[src/sv/i2cmts_pkg.sv]
package i2cmts_pkg;

    // Engine state codes
    typedef enum logic [2:0] {
        ST_WAITING = 3'd0,
        ST_READING = 3'd1,
        ST_WRITING = 3'd2,
        ST_ERROR   = 3'd3,
        ST_NACK    = 3'd4
    } t_state;

    // Commands to the byte-level bus engine
    typedef enum logic [2:0] {
        CMD_NONE      = 3'd0,
        CMD_ADDR      = 3'd1,
        CMD_DATA      = 3'd2,
        CMD_ACK       = 3'd3,
        CMD_NACK_STOP = 3'd4,
        CMD_STOP      = 3'd5
    } t_cmd;

    // Completion codes
    typedef enum logic [2:0] {
        DONE_NONE     = 3'd0,
        DONE_OK       = 3'd1,
        DONE_ERROR    = 3'd2,
        DONE_NACK     = 3'd3,
        DONE_REJECTED = 3'd4,
        DONE_ACCEPTED = 3'd5
    } t_done;

    // Item modes
    typedef enum logic [2:0] {
        MODE_EVENT    = 3'd0,
        MODE_START_RD = 3'd1,
        MODE_START_WR = 3'd2,
        MODE_TICK     = 3'd3,
        MODE_RESET    = 3'd4
    } t_mode;

    // Configuration register indexes
    typedef enum logic {
        REG_ENABLED = 1'b0,
        REG_TIMEOUT = 1'b1
    } t_reg_idx;

    localparam int unsigned  PADDR_W       = 3;
    localparam int unsigned  PDATA_W       = 32;
    localparam logic [15:0]  TIMEOUT_RESET = 16'd1000;
    localparam logic         RW_READ       = 1'b1;
    localparam logic         RW_WRITE      = 1'b0;

    // Input beat
    typedef struct packed {
        logic [2:0] mode;
        logic [6:0] target_address;
        logic [7:0] transfer_length;
        logic       arb_lost;
        logic       bus_error;
        logic       rx_nack;
        logic       write_ready;
        logic       read_ready;
        logic [7:0] rx_byte_in;
        logic [7:0] tx_byte;
    } t_req;

    // Result beat
    typedef struct packed {
        logic [2:0] bus_command;
        logic [7:0] bus_byte_out;
        logic       tx_consumed;
        logic       deliver_valid;
        logic [7:0] deliver_byte;
        logic [2:0] completion;
        logic [2:0] engine_state_out;
        logic       write_irq_enable;
    } t_rsp;

    // Configuration seen by the sequencer
    typedef struct packed {
        logic        enabled;
        logic [15:0] timeout_ticks;
    } t_cfg;

endpackage

[src/sv/i2cmts_if.sv]
interface i2cmts_req_if;
    import i2cmts_pkg::*;

    logic valid;
    logic ready;
    t_req data;

    modport source (output valid, output data, input ready);
    modport sink   (input valid, input data, output ready);
endinterface

interface i2cmts_rsp_if;
    import i2cmts_pkg::*;

    logic valid;
    logic ready;
    t_rsp data;

    modport source (output valid, output data, input ready);
    modport sink   (input valid, input data, output ready);
endinterface

[src/sv/i2cmts_cfg.sv]
module i2cmts_cfg (
    input  logic                             i_clk,
    input  logic                             i_rst_n,
    input  logic                             psel,
    input  logic                             penable,
    input  logic                             pwrite,
    input  logic [i2cmts_pkg::PADDR_W-1:0]   paddr,
    input  logic [i2cmts_pkg::PDATA_W-1:0]   pwdata,
    output logic [i2cmts_pkg::PDATA_W-1:0]   prdata,
    output logic                             pready,
    output i2cmts_pkg::t_cfg                 o_cfg
);
    import i2cmts_pkg::*;

    logic        r_enabled;
    logic [15:0] r_timeout_ticks;
    logic        wr_en;
    t_reg_idx    reg_idx;

    assign pready  = 1'b1;
    assign wr_en   = psel & penable & pwrite;
    assign reg_idx = t_reg_idx'(paddr[2]);

    // Write registers on the access phase
    always_ff @(posedge i_clk) begin
        if (!i_rst_n) begin
            r_enabled       <= 1'b0;
            r_timeout_ticks <= TIMEOUT_RESET;
        end else if (wr_en) begin
            case (reg_idx)
                REG_ENABLED: r_enabled       <= pwdata[0];
                REG_TIMEOUT: r_timeout_ticks <= pwdata[15:0];
                default: ;
            endcase
        end
    end

    // Read back
    always_comb begin
        case (reg_idx)
            REG_ENABLED: prdata = {{(PDATA_W-1){1'b0}}, r_enabled};
            REG_TIMEOUT: prdata = {{(PDATA_W-16){1'b0}}, r_timeout_ticks};
            default:     prdata = '0;
        endcase
    end

    assign o_cfg = '{enabled: r_enabled, timeout_ticks: r_timeout_ticks};

endmodule

[src/sv/i2c_master_transfer_sequencer.sv]
// I2C master transfer sequencer. Each input beat is a bus event, a read or
// write start, a timeout tick or a reset; each produces exactly one result
// beat carrying the bus engine command, any delivered byte, a completion code
// and the engine state after the beat. A beat is registered in the input
// register on acceptance, worked out combinationally and placed in the result
// register, and one beat per cycle is sustained while the consumer takes results;
// while a finished result waits for the consumer the input register still
// takes one more beat, after which the input side stalls. Configuration
// (enable, timeout ticks) must be written over the APB port only while no
// beat is in flight; the sequencer does not enforce this itself.
module i2c_master_transfer_sequencer (
    input  logic                             i_clk,
    input  logic                             i_rst_n,
    i2cmts_req_if.sink                       i_req,
    i2cmts_rsp_if.source                     o_rsp,
    input  logic                             psel,
    input  logic                             penable,
    input  logic                             pwrite,
    input  logic [i2cmts_pkg::PADDR_W-1:0]   paddr,
    input  logic [i2cmts_pkg::PDATA_W-1:0]   pwdata,
    output logic [i2cmts_pkg::PDATA_W-1:0]   prdata,
    output logic                             pready
);
    import i2cmts_pkg::*;

    t_cfg        cfg;

    logic        r_in_valid;
    t_req        r_in;
    logic        r_out_valid;
    t_rsp        r_out;

    t_state      r_state, n_state;
    logic [7:0]  r_bytes_left, n_bytes_left;
    logic [15:0] r_timeout, n_timeout;
    logic        r_wr_on, n_wr_on;

    t_rsp        rsp;
    logic        advance;
    logic        busy;
    logic        any_err;
    logic        is_rd;
    logic [7:0]  bytes_dec;

    i2cmts_cfg u_cfg (
        .i_clk   (i_clk),
        .i_rst_n (i_rst_n),
        .psel    (psel),
        .penable (penable),
        .pwrite  (pwrite),
        .paddr   (paddr),
        .pwdata  (pwdata),
        .prdata  (prdata),
        .pready  (pready),
        .o_cfg   (cfg)
    );

    // Handshake: move a beat forward when the result slot frees up
    assign advance     = r_in_valid & (~r_out_valid | o_rsp.ready);
    assign i_req.ready = ~r_in_valid | advance;
    assign o_rsp.valid = r_out_valid;
    assign o_rsp.data  = r_out;

    // Input register
    always_ff @(posedge i_clk) begin
        if (!i_rst_n) begin
            r_in_valid <= 1'b0;
        end else if (i_req.ready) begin
            r_in_valid <= i_req.valid;
        end
    end

    always_ff @(posedge i_clk) begin
        if (i_req.ready && i_req.valid) begin
            r_in <= i_req.data;
        end
    end

    // Result register
    always_ff @(posedge i_clk) begin
        if (!i_rst_n) begin
            r_out_valid <= 1'b0;
        end else if (advance) begin
            r_out_valid <= 1'b1;
        end else if (o_rsp.ready) begin
            r_out_valid <= 1'b0;
        end
    end

    always_ff @(posedge i_clk) begin
        if (advance) begin
            r_out <= rsp;
        end
    end

    // Sequencer state, updated as each beat is worked out
    always_ff @(posedge i_clk) begin
        if (!i_rst_n) begin
            r_state      <= ST_WAITING;
            r_bytes_left <= 8'd0;
            r_timeout    <= 16'd0;
            r_wr_on      <= 1'b0;
        end else if (advance) begin
            r_state      <= n_state;
            r_bytes_left <= n_bytes_left;
            r_timeout    <= n_timeout;
            r_wr_on      <= n_wr_on;
        end
    end

    assign busy      = (r_state inside {ST_READING, ST_WRITING});
    assign any_err   = r_in.arb_lost | r_in.bus_error | r_in.rx_nack;
    assign is_rd     = (r_in.mode == MODE_START_RD);
    assign bytes_dec = r_bytes_left - 8'd1;

    // Work out one beat
    always_comb begin
        n_state      = r_state;
        n_bytes_left = r_bytes_left;
        n_timeout    = r_timeout;
        n_wr_on      = r_wr_on;
        rsp          = '0;
        rsp.bus_command = CMD_NONE;
        rsp.completion  = DONE_NONE;

        case (r_in.mode)
            MODE_EVENT: begin
                if (any_err) begin
                    // Error flags win: stop and park in error or nack
                    n_wr_on         = 1'b0;
                    rsp.bus_command = CMD_STOP;
                    n_state         = r_in.rx_nack ? ST_NACK : ST_ERROR;
                    if (busy) begin
                        rsp.completion = r_in.rx_nack ? DONE_NACK : DONE_ERROR;
                    end
                end else if (r_in.write_ready) begin
                    if (r_state == ST_WRITING) begin
                        if (r_bytes_left != 8'd0) begin
                            rsp.bus_command  = CMD_DATA;
                            rsp.bus_byte_out = r_in.tx_byte;
                            rsp.tx_consumed  = 1'b1;
                            n_bytes_left     = bytes_dec;
                        end else begin
                            rsp.bus_command = CMD_STOP;
                            rsp.completion  = DONE_OK;
                            n_wr_on         = 1'b0;
                            n_state         = ST_WAITING;
                        end
                    end
                end else if (r_in.read_ready) begin
                    if (r_state == ST_READING && r_bytes_left != 8'd0) begin
                        rsp.deliver_valid = 1'b1;
                        rsp.deliver_byte  = r_in.rx_byte_in;
                        n_bytes_left      = bytes_dec;
                        if (bytes_dec != 8'd0) begin
                            rsp.bus_command = CMD_ACK;
                        end else begin
                            rsp.bus_command = CMD_NACK_STOP;
                            rsp.completion  = DONE_OK;
                            n_state         = ST_WAITING;
                        end
                    end
                end
            end
            MODE_START_RD, MODE_START_WR: begin
                if (!cfg.enabled || (is_rd && r_in.transfer_length == 8'd0) || busy) begin
                    rsp.completion = DONE_REJECTED;
                end else begin
                    n_bytes_left    = r_in.transfer_length;
                    n_timeout       = cfg.timeout_ticks;
                    rsp.bus_command = CMD_ADDR;
                    rsp.completion  = DONE_ACCEPTED;
                    if (is_rd) begin
                        n_state          = ST_READING;
                        rsp.bus_byte_out = {r_in.target_address, RW_READ};
                    end else begin
                        n_state          = ST_WRITING;
                        rsp.bus_byte_out = {r_in.target_address, RW_WRITE};
                        n_wr_on          = 1'b1;
                    end
                end
            end
            MODE_TICK: begin
                // Count down the transfer timeout
                if (busy) begin
                    if (r_timeout <= 16'd1) begin
                        n_timeout      = 16'd0;
                        n_state        = ST_ERROR;
                        rsp.completion = DONE_ERROR;
                    end else begin
                        n_timeout = r_timeout - 16'd1;
                    end
                end
            end
            MODE_RESET: begin
                if (!cfg.enabled) begin
                    rsp.completion = DONE_REJECTED;
                end else begin
                    rsp.bus_command = CMD_STOP;
                    n_wr_on         = 1'b0;
                    n_bytes_left    = 8'd0;
                    n_timeout       = 16'd0;
                    n_state         = ST_WAITING;
                end
            end
            default: ;
        endcase

        rsp.engine_state_out = n_state;
        rsp.write_irq_enable = n_wr_on;
    end

endmodule

[src/flat_wrapper.sv]
// flat-port wrapper written by rule: the top's interface ports become plain ports
module i2c_master_transfer_sequencer_flat import i2cmts_pkg::*;
  (i_clk, i_rst_n, psel, penable, pwrite, paddr, pwdata, prdata, pready, i_req_valid, i_req_data, i_req_ready, o_rsp_valid, o_rsp_data, o_rsp_ready);
  i2cmts_req_if i_req_i ();
  i2cmts_rsp_if o_rsp_i ();
  input  logic i_clk;
  input  logic i_rst_n;
  input  logic psel;
  input  logic penable;
  input  logic pwrite;
  input  logic [i2cmts_pkg::PADDR_W-1:0] paddr;
  input  logic [i2cmts_pkg::PDATA_W-1:0] pwdata;
  output logic [i2cmts_pkg::PDATA_W-1:0] prdata;
  output logic pready;
  input wire logic [$bits(i_req_i.valid)-1:0] i_req_valid;
  input wire logic [$bits(i_req_i.data)-1:0] i_req_data;
  output wire logic [$bits(i_req_i.ready)-1:0] i_req_ready;
  output wire logic [$bits(o_rsp_i.valid)-1:0] o_rsp_valid;
  output wire logic [$bits(o_rsp_i.data)-1:0] o_rsp_data;
  input wire logic [$bits(o_rsp_i.ready)-1:0] o_rsp_ready;
  assign i_req_i.valid = i_req_valid;
  assign i_req_i.data = i_req_data;
  assign i_req_ready = i_req_i.ready;
  assign o_rsp_valid = o_rsp_i.valid;
  assign o_rsp_data = o_rsp_i.data;
  assign o_rsp_i.ready = o_rsp_ready;
  i2c_master_transfer_sequencer u_core (.i_clk(i_clk), .i_rst_n(i_rst_n), .i_req(i_req_i), .o_rsp(o_rsp_i), .psel(psel), .penable(penable), .pwrite(pwrite), .paddr(paddr), .pwdata(pwdata), .prdata(prdata), .pready(pready));
endmodule
[config.mk]
export PLATFORM = sky130hd
export DESIGN_NAME = i2c_master_transfer_sequencer_flat
export DESIGN_NICKNAME = d
export VERILOG_FILES = /design/src/sv/i2cmts_pkg.sv /design/src/sv/i2cmts_if.sv /design/src/sv/i2cmts_cfg.sv /design/src/sv/i2c_master_transfer_sequencer.sv /design/src/flat_wrapper.sv
export SDC_FILE = /design/constraint.sdc
export NUM_CORES = 1
export LEC_CHECK = 0
export BUFFER_PORTS_ARGS = -buffer_cell sky130_fd_sc_hd__clkbuf_2
export CORE_ASPECT_RATIO = 0.5
export CORE_MARGIN = 2
export CORE_UTILIZATION = 48
export CTS_CLUSTER_SIZE = 30
export DETAILED_ROUTE_END_ITERATION = 16
export PLACE_DENSITY = 0.83
export SLEW_MARGIN = 15
export SYNTH_ARGS = -nofsm -noshare
export SYNTH_HDL_FRONTEND = slang
export SYNTH_HIERARCHICAL = 1
export SYNTH_SLANG_ARGS = --single-unit
[constraint.sdc]
create_clock -name i_clk -period 2.15 [get_ports i_clk]
set_input_delay 0.215 -clock i_clk [delete_from_list [all_inputs] [get_ports i_clk]]
set_output_delay 0.215 -clock i_clk [all_outputs]
set_load 0.005 [all_outputs]
==> results.ini, run 1 <==
[power]
ir_worst_vdd_mv=0.496
p_leak_nw=3.09
fin_total_pwr_w=0.00603
p_per_area_mw_per_mm2=789

[logic_synthesis]
synth_edf_count=67
syn_avg_cell_area_um2=10.7
mappedNetlistArea_mm2=0.00569
synth_seq_cells=114
synth_cell_type_count=75
seq_area_frac_synth_pct=51.9
ys.flop_type=edfxtp_1
async_reset_ff_share_pct=0
yosys_warnings=6
netlist_instances=532

[worst_setup_path]
worstRegToRegCells=6
rr_endpoint=u_core/r_bytes_left[0]
reg2reg_from=u_core/r_in[25]
cp-start-kind=flip-flop
cp-end-kind=flip-flop
path_class=flip-flop to flip-flop
cp.required_ns=2.43
startpoint=u_core/r_in[25]
regToRegSetupSlack_ns=0.05
path_max_fanout=10
cp.arrival_ns=2.38
crit_end=u_core/r_bytes_left[0]

[flow_run]
drv_cap=0

[sta]
slew_viol_final=0
worstMarginPinSlew_ns=0.970
fin_crit_ns=2.10
max_clock_freq_ghz=0.475
hold_viol_final=0
slew-limit-headroom_pct=35.3
fin_skew_ns=0.00755
finalSetupTns_ns=0
setup_viol=0
finalCritPeriodShare_pct=97.9
rsz0062_at_grt=yes

[final_layout]
drive_gt1_share_pct=31.2
fillCellCount=905
layout.nets=800
fin_area_mm2=0.00764
final_cells=893
final_common_cell=clkbuf_2
final_cell_mix=108 x clkbuf_2, 67 x edfxtp_1, 56 x nand2_1
n_antenna_cell=0
area_delta_synth_final_pct=34.3

[clock_network]
clkSlewWorstSetupHoldPaths_ns=0.06
cts_tree=done
clock_latency_ns=0.41
clk_path_buf_depth=2
cts-root-buf=clkbuf_16
htree_levels=4
cts_setup_buffers=0
cts_sinks=114
numCtsBuffers=17

[drt]
detailedRoute.firstIterationViolations=497
drt_wl_total_mm=14.3
viasPerCell=5.51
drc_errors=0
via_count=4919
postRouteAntennaNets=0
first_pass_iters=6
routedWlPerCell_um=16.0

[global_routing]
grt_pass1_wl_mm=22.0
gr-total-overflow=0
antenna_found_initial=0
grt_max_degree=40
grt_pass1_vias=4523
grt_use_total_pct=22.3

[place]
dp.cells=822
numPortBuffers=108
hpwl_mm=9.48
gp_congestion=0.924
placed_cell_area_mm2=0.00658

[run_status]
status=finished clean

[floorplanning]
die_w_um=158
ioPinCount=144
rows=28
core_mm2=0.0117
fp.dieH_um=81
die_area_mm2=0.0128
start_util_pct=48.6

[min_path]
hp-class=input pin to flip-flop

[how the worst min path moves through the flow]
stage | slack (ns) | depth (start not counted) | start | endpoint
floorplan | 0.31 | 0 | i_req_data[0] | u_core/r_in[0]
global route | 0.03 | 3 | pwdata[2] | u_core/u_cfg/r_timeout_ticks[2]
finish | 0.03 | 3 | pwdata[11] | u_core/u_cfg/r_timeout_ticks[11]
CTS | 0.02 | 3 | pwdata[11] | u_core/u_cfg/r_timeout_ticks[11]
detailed placement | 0.39 | 1 | i_req_data[19] | u_core/r_in[19]
global placement | 0.39 | 1 | i_req_data[6] | u_core/r_in[6]
[layout make-up]
cell class | instances | area [um2] | area share (%)
Sequential cell | 114 | 2950 | 38.6
Multi-Input combinational cell | 374 | 2550 | 33.3
Timing Repair Buffer | 194 | 1280 | 16.8
Clock buffer | 17 | 425 | 5.57
Tap cell | 165 | 206 | 2.70
Clock inverter | 15 | 171 | 2.24
Inverter | 14 | 56.3 | 0.737
[layer usage]
metal / GRT usage [%] / wire length (um)
met1: 29.2 / 6490
met2: 36.4 / 6500
met3: 5.50 / 1050
met4: 7.75 / 213
met5: 0 / 0
[what timing repair did]
action,CTS,global route
hold buffers,39,0
endpoints found under the hold margin,39,0
resized for setup,0,16
setup endpoints to repair,0,32
[Yosys cell counts (8+ instances only)]
| master | count | area [um2] |
|---|---|---|
| dfxtp_1 | 47 | 941 |
| a22o_1 | 12 | 105 |
| inv_1 | 13 | 48.8 |
| mux2i_1 | 17 | 170 |
| nor2_1 | 21 | 78.8 |
| a21oi_1 | 23 | 115 |
| clkbuf_1 | 17 | 63.8 |
| edfxtp_1 | 67 | 2010 |
| nor2b_1 | 13 | 81.3 |
| nor4_1 | 8 | 50.1 |
| o21ai_0 | 12 | 60.1 |
| buf_4 | 18 | 135 |
| a211oi_1 | 12 | 90.1 |
| and2_1 | 24 | 150 |
| nand2_1 | 57 | 214 |
[cells by family (layout without fill, tap and decap cells)]
family | after synthesis | in the layout | share of synthesized area (%)
compound gates | 140 | 140 | 18.3
flops | 114 | 114 | 51.9
buf+inv | 59 | 240 | 5.78
fa+ha+maj | 4 | 4 | 0.879
simple gates | 188 | 188 | 18.8
other cells | 2 | 17 | 0.132
xor+xnor | 7 | 7 | 1.08
mux | 18 | 18 | 3.19
[flip-flops by register name, indices dropped and copies added, names as in the netlist]
signal                        flops
u_core/o_rsp.data                28
u_core/o_rsp.valid                1
u_core/r_bytes_left               8
u_core/r_in                      39
u_core/r_in_valid                 1
u_core/r_state                    3
u_core/r_timeout                 16
u_core/r_wr_on                    1
u_core/u_cfg/r_enabled            1
u_core/u_cfg/r_timeout_ticks     16
[stage by stage]
step                hold slack, ns  util [%]  setup WS (ns)
floorplan                    0.314         -        0.00329
global placement             0.392      56.2         0.0488
detailed placement           0.394      56.2         0.0189
CTS                         0.0167      64.7        0.00573
global route                0.0307      65.3        -0.0497
finish                      0.0294      65.3         0.0451
[critical path, cell delays in order (launching register included)]
cell and delay (ns):
edfxtp_1 0.41, or4_4 0.56, or3_1 0.40, a21o_1 0.21, buf_4 0.19, a21oi_1 0.14
a211oi_1 0.06
[report_power, final]
part	switching (W)	internal, W
Clock	0.00108	0.00174
Sequential	0.0000523	0.00241
Combinational	0.000401	0.000344
Total	0.00154	0.00449
No activity file was read; power rests on OpenSTA's default activity.
==> run 2: changes to the inputs <==
--- a/config.mk
+++ b/config.mk
@@ -6,12 +6,13 @@
 export NUM_CORES = 1
 export LEC_CHECK = 0
 export BUFFER_PORTS_ARGS = -buffer_cell sky130_fd_sc_hd__clkbuf_2
+export CAP_MARGIN = 20
 export CORE_ASPECT_RATIO = 0.5
 export CORE_MARGIN = 2
 export CORE_UTILIZATION = 48
 export CTS_CLUSTER_SIZE = 30
 export DETAILED_ROUTE_END_ITERATION = 16
-export PLACE_DENSITY = 0.83
+export PLACE_DENSITY = 0.79
 export SLEW_MARGIN = 15
 export SYNTH_ARGS = -nofsm -noshare
 export SYNTH_HDL_FRONTEND = slang
==> run 2 against run 1 <==
Power up 1.5%. Cell count grew 0.67%. Flip-flop and latch count did not move. Utilization grew 0.82 points. Sequential share of layout area decreased by 0.48 points. Wire length fell by 0.74%. Clock skew is 0.0016 ns higher. Clock power rose by 2%. Clock-buffer cell count up 1. Non-clock buffer count is 6 higher. Critical path depth stayed put. Global-route usage decreased by 0.22 points. Critical endpoint is now u_core/o_rsp.data[1]. Largest cell class unchanged. Highest routed layer unchanged.
==> results.ini, run 2 (synthesis gave the netlist of run 1 again) <==
[floorplanning]
fp.dieH_um=81
die_w_um=158
start_util_pct=48.6
core_mm2=0.0117
die_area_mm2=0.0128
ioPinCount=144
rows=28

[place]
gp_congestion=0.891
pre_cts_slack_ns=-0.0350
numPortBuffers=108
hpwl_mm=9.20

[worst_setup_path]
cp-end-kind=flip-flop
max_stage_delay_ns=0.61
rr_endpoint=u_core/o_rsp.data[1]
path_max_fanout=4
path_buf_inv=1
cp.required_ns=2.41
reg2reg_from=u_core/r_timeout[6]
cp-start-kind=flip-flop
cp_top_family=simple AND/OR/NAND/NOR gates
cp.arrival_ns=2.36
worstRegToRegCells=6
crit_chain=or4_1, nor3_4, buf_4, and4_1, nor3_1, a21oi_1
critPathSlowestCell=or4_1
regToRegSetupSlack_ns=0.05
path_class=flip-flop to flip-flop
startpoint=u_core/r_timeout[6]

[sta]
rsz0062_at_grt=yes
fin_skew_ns=0.00916
finalSetupTns_ns=0
worstMarginPinSlew_ns=0.949
fin_crit_ns=2.10
finalCritPeriodShare_pct=97.6
slew-limit-headroom_pct=36.8
finalWorstSetupSlack_ns=0.0520
hold_viol_final=0
slew_viol_final=0
setup_viol=0
max_clock_freq_ghz=0.477

[power]
p_leak_nw=3.14
p_per_area_mw_per_mm2=791
ir_worst_vdd_mv=0.457

[final_layout]
drive_gt1_share_pct=31.6
top_register=u_core/r_in
final_common_cell=clkbuf_2
area.sequential_mm2=0.00295
area_delta_synth_final_pct=36.0
layout.nets=806
multi_input_area_mm2=0.00255
largest_reg_flops=39
fillCellCount=884
n_antenna_cell=0
final_cell_mix=108 x clkbuf_2, 67 x edfxtp_1, 56 x nand2_1

[flow_run]
drv_cap=0

[global_routing]
grt_pass1_vias=4442
grt_pass1_wl_mm=21.7
antenna_found_initial=0
grt_use_total_pct=22.0
grt_max_degree=47
gr-total-overflow=0

[clock_network]
clk_path_buf_depth=2
cts_tree=done
cts_sinks=114
cts-root-buf=clkbuf_16
clock_latency_ns=0.41
htree_levels=4
numCtsBuffers=17
clkSlewWorstSetupHoldPaths_ns=0.06

[drt]
routedWlPerCell_um=15.7
drt_wl_total_mm=14.1
first_pass_iters=5
detailedRoute.firstIterationViolations=442
drc_errors=0
via_count=4895
viasPerCell=5.44
postRouteAntennaNets=0

[min_path]
whs_path_depth=3
hp-class=input pin to flip-flop
min_to=u_core/u_cfg/r_timeout_ticks[1]
hp-start=pwdata[1]

[run_status]
status=finished clean

run 2: changes by cell type in the layout (fill, tap and decap cells not counted), sizes merged:
cell      delta
buf          +6
bufinv       +1
clkbuf       +1
clkinv       -1
clkinvlp     +2
inv          -3
run 2: worst max-delay path by stage:
stage                                        end  slack (ns)  cells after the start
after floorplan           u_core/r_bytes_left[2]       0.003                      8
after global placement    u_core/r_bytes_left[2]        0.04                      5
after detailed placement    u_core/o_rsp.data[1]       -0.03                      7
after CTS                 u_core/r_bytes_left[2]        0.02                      5
after global routing        u_core/o_rsp.data[3]       -0.02                      6
final                       u_core/o_rsp.data[1]        0.05                      6
run 2: cell type report:
cell class / instances / share of cell area (%)
clock buffer: 18 / 5.55
clock inverter: 14 / 2.31
inverter: 14 / 0.728
multi-input combinational: 374 / 32.9
sequential: 114 / 38.2
tap: 165 / 2.67
timing repair buffer: 200 / 17.7
run 2: what timing repair did:
item	CTS	global route
setup buffers	0	3
gates resized for setup	3	14
pin swaps	0	4
hold buffers	39	0
endpoints found under the setup margin	5	34
hold endpoints to repair	39	0
run 2: per-stage QoR:
stage	cell area (um2)	std cells	power (W)	hold WS, ns	utilization, %
floorplan	5750	547	0.00292	0.314	-
global placement	6640	825	0.00316	0.392	56.7
detailed placement	6640	825	0.00318	0.394	56.7
CTS	7650	896	0.00612	0.0171	65.4
global route	7740	899	0.00634	0.0208	66.1
finish	7740	899	0.00612	0.0321	66.1
run 2: power by group:
group	switching [W]	internal, W
Sequential	0.0000498	0.00241
Clock	0.00105	0.00184
Combinational	0.000411	0.000365
Total	0.00151	0.00461
run 2: routing by layer:
| layer | share of wire [%] | wire, um | vias to the layer above | track usage (%) |
|---|---|---|---|---|
| met1 | 46 | 6560 | 2273 | 29.5 |
| met5 | 0 | 0 | - | 0 |
| met4 | 1.8 | 255 | 0 | 9.10 |
| met2 | 44 | 6240 | 229 | 34.8 |
| met3 | 7.7 | 1090 | 30 | 5.18 |
| li1 | - | - | 2363 | - |
run 2: worst min-delay path, stage by stage:
cell,delay (ns)
clkbuf_2,0.08
nand2_1,0.05
mux2i_1,0.05
==> run 3: changes to the inputs <==
--- a/config.mk
+++ b/config.mk
@@ -9,10 +9,10 @@
 export CAP_MARGIN = 20
 export CORE_ASPECT_RATIO = 0.5
 export CORE_MARGIN = 2
-export CORE_UTILIZATION = 48
+export CORE_UTILIZATION = 53
 export CTS_CLUSTER_SIZE = 30
 export DETAILED_ROUTE_END_ITERATION = 16
-export PLACE_DENSITY = 0.79
+export PLACE_DENSITY = 0.83
 export SLEW_MARGIN = 15
 export SYNTH_ARGS = -nofsm -noshare
 export SYNTH_HDL_FRONTEND = slang
==> constraint.sdc (replaced) <==
create_clock -name i_clk -period 2.4 [get_ports i_clk]
set_input_delay 0.24 -clock i_clk [delete_from_list [all_inputs] [get_ports i_clk]]
set_output_delay 0.24 -clock i_clk [all_outputs]
set_load 0.005 [all_outputs]
==> run 3 against run 2 <==
Sequential share of layout area is 2.7 points higher. Clock skew is 0.0016 ns lower. Setup slack gained 0.042 ns. First-iteration DRC count is 11% lower. Maximum frequency is 9.0% lower. Wire length is 5.5% lower. Clock-buffer cell count decreased by 1. Hold slack worse by 0.022 ns. Utilization rose by 3.9 points. Sequential power decreased by 10%. Die area is 9.1% lower. Register-to-register slack better by 0.04 ns. Critical path type unchanged. Largest power group unchanged. Highest routed layer unchanged.
==> results.ini, run 3 (synthesis gave the netlist of run 1 again) <==
[sta]
slew-limit-headroom_pct=55.8
max_clock_freq_ghz=0.434
finalSetupTns_ns=0
rsz0062_at_grt=no
slew_viol_final=0
fin_crit_ns=2.31
setup_viol=0
finalCritPeriodShare_pct=96.1
hold_viol_final=0
worstMarginPinSlew_ns=0.656
fin_skew_ns=0.00760

[clock_network]
cts_tree=done
clkSlewWorstSetupHoldPaths_ns=0.06
cts_setup_buffers=0
cts_sinks=114
clock_latency_ns=0.41
cts-root-buf=clkbuf_16
numCtsBuffers=17
clk_path_buf_depth=2
htree_levels=4

[final_layout]
largest_reg_flops=39
fin_area_mm2=0.00722
area_delta_synth_final_pct=26.8
final_cell_mix=108 x clkbuf_2, 67 x edfxtp_1, 57 x nand2_1
top_register=u_core/r_in
fin_util_pct=70.0
fillCellCount=768
drive_gt1_share_pct=28.5
final_common_cell=clkbuf_2
layout.nets=760
n_antenna_cell=0

[drt]
drt_wl_total_mm=13.4
detailedRoute.firstIterationViolations=394
viasPerCell=5.67
via_count=4695
first_pass_iters=5
routedWlPerCell_um=16.1
drc_errors=0
postRouteAntennaNets=0

[place]
numPortBuffers=108
gp_congestion=0.899
placed_cell_area_mm2=0.00640
hpwl_mm=9.01

[power]
p_per_area_mw_per_mm2=745
p_leak_nw=2.92
ir_worst_vdd_mv=0.489

[floorplanning]
fp.dieH_um=77.3
die_area_mm2=0.0116
start_util_pct=55.2
die_w_um=151
rows=26
core_mm2=0.0103
ioPinCount=144

[global_routing]
grt_pass1_wl_mm=21.2
antenna_found_initial=0
grt_use_total_pct=23.3
grt_max_degree=40
grt_pass1_vias=4334
gr-total-overflow=0

[worst_setup_path]
path_class=flip-flop to flip-flop
cp-start-kind=flip-flop
cp-end-kind=flip-flop
path_max_fanout=7
cp.required_ns=2.63
cp.arrival_ns=2.53

[run_status]
status=finished clean

[min_path]
hp-class=input pin to flip-flop

[flow_run]
drv_cap=0

==> run 3: cell types whose count changed in the layout (fill, tap and decap cells not counted), sizes merged <==
cell	change
buf	-26
dlygate4sd3	-20
clkinv	+2
clkbuf	-1
clkinvlp	-1
==> run 3: final timing paths <==
kind                                                 startpoint                               to  slack [ns]  depth (start not counted)
worst max-delay path                     u_core/r_bytes_left[1]             u_core/o_rsp.data[4]        0.09                          7
worst min-delay path                              i_req_data[4]                   u_core/r_in[4]        0.01                          1
worst min register to register  u_core/u_cfg/r_timeout_ticks[4]  u_core/u_cfg/r_timeout_ticks[4]        0.48                          2
worst max register to register           u_core/r_bytes_left[1]             u_core/o_rsp.data[4]        0.09                          7
==> run 3: power by group <==
part	internal [W]	leakage, nW	switching (W)
Sequential	0.00216	1.03	0.0000531
Clock	0.00164	0.290	0.000930
Combinational	0.000263	1.60	0.000331
Total	0.00406	2.92	0.00131
==> run 3: final cells by class <==
type | instances | area (um2) | share of cell area, %
flip-flops and latches | 114 | 2950 | 40.9
multi-input cells | 374 | 2480 | 34.4
repair buffers | 154 | 946 | 13.1
clock buffers | 17 | 425 | 5.89
clock inverters | 15 | 184 | 2.55
well taps | 140 | 175 | 2.43
inverters | 14 | 52.6 | 0.728
==> run 3: repair_timing <==
action / CTS / global route
resized for setup: 0 / 4
hold buffers: 15 / 4
endpoints found under the setup margin: 0 / 15
endpoints found under the hold margin: 15 / 4
==> run 3: per-stage QoR <==
stage | hold slack, ns | power (W) | worst slack [ns] | cells
finish | 0.0100 | 0.00538 | 0.0941 | 828
detailed placement | 0.419 | 0.00280 | 0.0496 | 777
floorplan | 0.339 | 0.00261 | 0.234 | 547
global route | 0.000851 | 0.00557 | 0.00652 | 828
CTS | 0.0000182 | 0.00539 | 0.0224 | 824
global placement | 0.417 | 0.00279 | 0.164 | 777
==> run 3: routing by layer <==
| layer | share of wire (%) | vias to the layer above | global-route usage, % |
|---|---|---|---|
| met4 | 1.4 | 0 | 8.11 |
| met3 | 8.2 | 25 | 5.65 |
| met5 | 0 | - | 0 |
| li1 | - | 2272 | - |
| met2 | 45 | 239 | 36.2 |
| met1 | 46 | 2159 | 31.9 |
==> run 3: worst max-delay path: stages, from the launching register on <==
cell	delay, ns
dfxtp_1	0.44
inv_1	0.10
ha_1	0.21
or3b_2	0.45
o22ai_1	0.25
o2111ai_1	0.24
o21a_1	0.25
o21ai_0	0.20
